`src/design/wmm_pkg.sv`:
```
// ----------------------------------------------------------------------------
// wmm_pkg
// Shared types and constants for the window median and mean block.
// ----------------------------------------------------------------------------
package wmm_pkg;

  localparam int POSITIONS  = 65536;
  localparam int MAX_WINDOW = 1024;
  localparam int DEPTH_BITS = 16;

  localparam int POS_W   = $clog2(POSITIONS);
  localparam int CNT_W   = $clog2(MAX_WINDOW) + 1;
  localparam int SUM_W   = 26;
  localparam int MEAN_W  = 24;
  localparam int DIVD_W  = SUM_W + 8;
  localparam int MED_W   = 16;

  typedef enum logic [1:0] {
    OP_CLEAR = 2'd0,
    OP_STORE = 2'd1,
    OP_QUERY = 2'd2,
    OP_NONE  = 2'd3
  } op_t;

  typedef enum logic [2:0] {
    ST_IDLE,
    ST_CLEAR,
    ST_SCAN,
    ST_DRAIN,
    ST_PICK,
    ST_DIV,
    ST_DONE
  } state_t;

  typedef struct packed {
    logic                  ins_valid;
    logic [DEPTH_BITS-1:0] ins_value;
  } sort_ctrl_t;

endpackage

```
`src/design/wmm_divider.sv`:
```
// ----------------------------------------------------------------------------
// wmm_divider
// Restoring divider, one quotient bit per cycle.
// ----------------------------------------------------------------------------
module wmm_divider
  import wmm_pkg::*;
(
  input  logic              clk,
  input  logic              rst_n,
  input  logic              go,
  input  logic [DIVD_W-1:0] dividend,
  input  logic [CNT_W-1:0]  divisor,
  output logic              done,
  output logic [DIVD_W-1:0] quotient
);

  localparam int STEP_W = $clog2(DIVD_W + 1);

  logic [DIVD_W-1:0] quo_r;
  logic [CNT_W:0]    rem_r;
  logic [CNT_W-1:0]  dsr_r;
  logic [STEP_W-1:0] step_r;
  logic              busy_r;
  logic              done_r;
  logic [CNT_W:0]    trial;

  assign trial    = {rem_r[CNT_W-1:0], quo_r[DIVD_W-1]};
  assign done     = done_r;
  assign quotient = quo_r;

  always_ff @(posedge clk) begin
    if (!rst_n) begin
      busy_r <= 1'b0;
      done_r <= 1'b0;
    end else begin
      done_r <= 1'b0;
      if (go) begin
        busy_r <= 1'b1;
        quo_r  <= dividend;
        rem_r  <= '0;
        dsr_r  <= divisor;
        step_r <= STEP_W'(DIVD_W);
      end else if (busy_r) begin
        if (trial >= {1'b0, dsr_r}) begin
          rem_r <= trial - {1'b0, dsr_r};
          quo_r <= {quo_r[DIVD_W-2:0], 1'b1};
        end else begin
          rem_r <= trial;
          quo_r <= {quo_r[DIVD_W-2:0], 1'b0};
        end
        step_r <= step_r - 1'b1;
        if (step_r == STEP_W'(1)) begin
          busy_r <= 1'b0;
          done_r <= 1'b1;
        end
      end
    end
  end

endmodule

```
`config.mk`:
```
export PLATFORM = sky130hd
export DESIGN_NAME = wmm_divider
export DESIGN_NICKNAME = d
export VERILOG_FILES = /design/src/design/wmm_pkg.sv /design/src/design/wmm_divider.sv
export SDC_FILE = /design/constraint.sdc
export NUM_CORES = 1
export LEC_CHECK = 0
export ABC_AREA = 1
export CAP_MARGIN = 20
export CORE_ASPECT_RATIO = 1.2
export CORE_MARGIN = 5
export CORE_UTILIZATION = 35
export DETAILED_ROUTE_END_ITERATION = 10
export DONT_BUFFER_PORTS = 1
export GPL_TIMING_DRIVEN = 0
export HOLD_SLACK_MARGIN = 0.02
export PLACE_DENSITY = 0.46
export SYNTH_ARGS = -nofsm -noshare
export SYNTH_HDL_FRONTEND = slang
export SYNTH_SLANG_ARGS = --single-unit
```
`constraint.sdc`:
```
create_clock -name clk -period 4.3 [get_ports clk]
set_input_delay 0.43 -clock clk [delete_from_list [all_inputs] [get_ports clk]]
set_output_delay 0.43 -clock clk [all_outputs]
set_load 0.005 [all_outputs]
```
# [After elaboration in Yosys (flattened, before gate mapping)]
# Cells that the tools add are included.
# W data, S select, Z words.
[word_totals] ff_bits=64 output_inout_bits=35 wordCells=26
[classes] eq_ne=1 n_reduce_logical=4 mux=10 addsub=2 order_cmp=1 bitwise=2
[op_table] cell="$mux W34" count=2
[op_table] cell="$mux W11" count=2
[op_table] cell="$ge A12 B11 Y1" count=1
[op_table] cell="$sub A11 B11 Y11" count=1
[op_table] cell="$eq A6 B1 Y1 const B" count=1
[op_table] cell="$mux W6" count=1
[op_table] cell="$sub A6 B1 Y6 const B" count=1
[op_table] cell="$mux W1" count=5
[op_table] cell="$reduce_and A2 Y1" count=2
[op_table] cell="$reduce_or A3 Y1" count=1
[op_table] cell="$not A1 Y1" count=2
[op_table] cell="$reduce_bool A2 Y1" count=1

# [Logic depth before layout (Yosys ltp)]
[depth] ltp_word=4 ltp_mapped=12 depth_no_buf=12

# [Least setup slack after synthesis]
# OpenSTA, ideal clock, no wires.
[synth_timing] path_type="input -> register" start="input go" end="register quo_r[0] (netlist: quotient[0]) (enable)" stages=3 arrival_time_ns=1.752 path_slack_ns=2.138 setup_time_ns=0.411 path_cell_list="buf_2 > nand2_1 > nand2_1"
[synth_via] elab_chain_len=2
[synth_rtl] item="start: declaration" line="wmm_divider.sv:10" source="input logic go,"
[synth_rtl] item="$reduce_bool A2 Y1 (no line)"
[synth_rtl] item="$reduce_and A2 Y1 (no line)"
[synth_rtl] item="end signal: assignment" line="wmm_divider.sv:39" source="quo_r <= dividend;"
[synth_rtl] item="end signal: assignment" line="wmm_divider.sv:46" source="quo_r <= {quo_r[DIVD_W-2:0], 1'b1};"
[synth_rtl] item="end signal: assignment" line="wmm_divider.sv:49" source="quo_r <= {quo_r[DIVD_W-2:0], 1'b0};"
[synth_rtl] item="end: declaration" line="wmm_divider.sv:19" source="logic [DIVD_W-1:0] quo_r;"
# No other way between the ends.
# A chain may end at the register's enable or synchronous reset.

# [Final worst setup path]
[layout_timing] start="register quo_r[33] (netlist: quotient[33])" end="register rem_r[6], data pin"
[layout_via] elab_chain_len=3 elab_cells_between_ends=4 cone_classes="1 x add/sub; 1 x order compare; 2 x mux"
[layout_rtl] item="$sub A11 B11 Y11 / $ge A12 B11 Y1 (equally long branches)" line="wmm_divider.sv:45, wmm_divider.sv:44"
[layout_rtl] item="$mux W11 (*)" line="wmm_divider.sv:44" source="if (trial >= {1'b0, dsr_r}) begin"
[layout_rtl] item="$mux W11 (*)" line="wmm_divider.sv:43" source="end else if (busy_r) begin"
[layout_rtl] item="end signal: assignment" line="wmm_divider.sv:45" source="rem_r <= trial - {1'b0, dsr_r};"
[layout_rtl] item="end signal: assignment" line="wmm_divider.sv:48" source="rem_r <= trial;"
[layout_rtl] item="end: declaration" line="wmm_divider.sv:20" source="logic [CNT_W:0] rem_r;"
# Mark *: on every way between the ends. The rest lies on a longest branch, timed or not. The select of a mux whose other input is x is not followed.

==> results_dict.tcl <==
set metrics [dict create \
    cts.repair.resized 0 \
    post_cts_buffers 0 \
    synth-compound-area-share 0.01672 \
    reg2reg_slack_ps 1970 \
    yosysUniqueCellTypes 27 \
    rr_endpoint "rem_r[6]" \
    crit_fanout 10 \
    coreArea_um2 9564 \
    cts_tree "done" \
    antennaDiodeCount 0 \
    worst_r2r_path_depth 12 \
    cp-end-kind "flip-flop" \
    drtAntennaViolNets 0 \
    cts_buffers 9 \
    hold_viol 0 \
    final.setup.tns_ps 0 \
    p_per_area_nw_per_um2 455.6 \
    crit_chain "inv_1, ha_1, fa_1, inv_1, nand3_1, nand3_1, nand3_2, nand3_1, nor2_2, buf_6, nor2_1, nor2_1" \
    wl_per_cell_um 14.53 \
    grt_pass1_wl_um 13090 \
    die_w_um 100.5 \
    syn_avg_cell_area_um2 8.562 \
    setup_viol 0 \
    final.min_clock_period_ps 2329 \
    clk_pin_slew_ps 50 \
    pwr-share-seq 0.454 \
    initial_core_util 0.3599 \
    crit_path_start "quotient[33]" \
    layout_commonest_cell "nand2_1" \
    pin_count 83 \
    start_kind "flip-flop" \
    synth_cells 402 \
    synth-simple-area-share 0.2937 \
    final_cells 542 \
    grtUsageTotal 0.1407 \
    die_area_um2 11930 \
    grt_pass1_vias 2629 \
    clockBufferDepth 2 \
    worstHoldPathType "input pin to flip-flop" \
    cts_hold_buf 0 \
    swShare 0.2757 \
    setup_slack_ps 1971 \
    cpMostUsedCell "nand3_1" \
    antenna_found_initial 0 \
    leakagePower_nw 1.817 \
    synth_top_family_by_area "simple AND/OR/NAND/NOR gates" \
    relSlewSlack 0.6407 \
    grt_overflow_total 0 \
    dp_hpwl_um 5934 \
    synthesis.area_um2 3442 \
    via_per_inst 4.611 \
    combPwrFrac 0.180 \
    finalCritPeriodShare 0.5417 \
    pre_cts_ws_ps 1991 \
    vias 2499 \
    nFillCells 1029 \
    grt_max_degree 39 \
    drcViolationCount 0 \
    clock.fmax_mhz 429.3 \
    dp.cells 526 \
    final_cell_mix "nand2_1 (170), edfxtp_1 (62), inv_1 (52), nor2_1 (33), nand3_1 (16)" \
    io_buffers 0 \
    drt_first_pass_iters 4 \
    grt_setup_unrepaired "false" \
    synth.area.mux_share 0 \
    synthAdderAreaFrac 0.05307 \
    crit_type "flip-flop to flip-flop" \
    clkLatencyLatePin_ps 320 \
    routed_wl_um 7876 \
    syn_nets 464 \
    internal_power_w 0.001281 \
    status "completed" \
    crit_slowest_cell "fa_1" \
    finalClockSkew_ps 7.134 \
    htree_levels 3 \
    place_congestion 0.7787 \
    vdd_drop_max_mv 0.2375 \
    r2r-start "quotient[33]" \
    worstSetupEndpoint "rem_r[6]" \
    drv_slew 0 \
    seq_area_frac_synth 0.5525 \
    synth_seq_cells 64 \
    worstPathArrival_ps 2400 \
    root_buffer "clkbuf_16" \
    synth_warnings 0 \
    syn2layout_area_growth_pct 12.76 \
    drv_cap 0 \
    cpPeakStageDelay_ps 420 \
    die_y_um 118.6 \
    fin_nets 476 \
    worstMarginPinSlew_ps 538.3 \
    first_iter_violations 125 \
    p_switching_w 0.0004875 \
    crit_required_ps 4370 \
    clkPwrFrac 0.367 \
    rows 39 \
    clock_sinks 64 \
    synthXorXnorAreaFrac 0.007634 \
    drive_gt1_frac 0.06444 \
]
-- worst min-delay path by stage --
stage / cells after the start / from / end / slack [ps]
after floorplan: 2 / busy_r / done / 430
after global placement: 2 / busy_r / done / 440
after detailed placement: 2 / busy_r / done / 470
after CTS: 0 / divisor[10] / dsr_r[10] / 190
after global routing: 0 / divisor[10] / dsr_r[10] / 180
final: 0 / divisor[8] / dsr_r[8] / 200
-- cells in the mapped netlist, drive strengths merged --
master  count  area (um2)
nand3      18       100.1
buf         5       33.78
fa          1       20.02
o21a        1       7.510
o21ai       3       15.01
nor3        3       26.28
xnor2       1       8.760
clkbuf      8       30.03
nand2     172       648.1
xor2        2       17.52
nor2       35       136.4
inv        53       198.9
dfxtp       2       40.04
nand4      13       81.33
edfxtp     62        1862
or2         2       12.51
a21oi       7       35.03
ha         13       162.7
or3         1       6.260
-- state kept, by name, indices dropped and copies added (netlist names) --
| name | count |
|---|---|
| quotient | 34 |
| step_r | 6 |
| rem_r | 11 |
| busy_r | 1 |
| dsr_r | 11 |
| done | 1 |
-- power by group through the flow --
stage / registers [W] / logic, W / clock network (W)
after floorplan: 0.000803 / 0.000251 / 0
final: 0.000802 / 0.000318 / 0.000648
after CTS: 0.000804 / 0.000325 / 0.000665
after detailed placement: 0.000815 / 0.000324 / 0
after global routing: 0.000810 / 0.000376 / 0.000697
after global placement: 0.000819 / 0.000317 / 0
-- worst max-delay path: cells and delay by family (launching register included) --
family,cells,cell delay (ps)
buffers and inverters,3,320
adders and majority gates,2,640
DFF,1,370
and+or+nand+nor,7,750
-- metal layers --
layer | global-route usage | vias up | wire length [um]
met5 | 0 | - | 0
met4 | 0.05813 | 0 | 110
met2 | 0.2260 | 64 | 3840
met3 | 0.05186 | 9 | 557
li1 | - | 1310 | -
met1 | 0.1692 | 1116 | 3367
-- cells by family after synthesis --
family                     after synthesis
adders and majority gates               14
buffers and inverters                   66
and+or+nand+nor                        244
DFF                                     64
xor gates and xnor gates                 3
AOI/OAI and AO/OA                       11
-- cell type report --
type | count | area [um2] | share of cell area
plain buffers | 13 | 63.81 | 0.01644
clock buffers | 15 | 257.7 | 0.06641
clock inverters | 1 | 5.005 | 0.001289
inverters | 53 | 198.9 | 0.05126
multi-input cells | 272 | 1280 | 0.3298
flip-flops and latches | 64 | 1902 | 0.4900
well taps | 123 | 153.9 | 0.03965
repair buffers | 1 | 20.02 | 0.005158
-- per-stage QoR --
step,power [W],instance area [um2],utilization,hold slack (ps)
after floorplan,0.001054,3442,-,429.6
after detailed placement,0.001139,3618,0.3783,471.5
after CTS,0.001794,3881,0.4058,187.8
final,0.001768,3881,0.4058,199.9
after global placement,0.001137,3596,0.3760,438.8
after global routing,0.001883,3881,0.4058,180.7
Note: power is estimated with default switching activity, not from simulation.
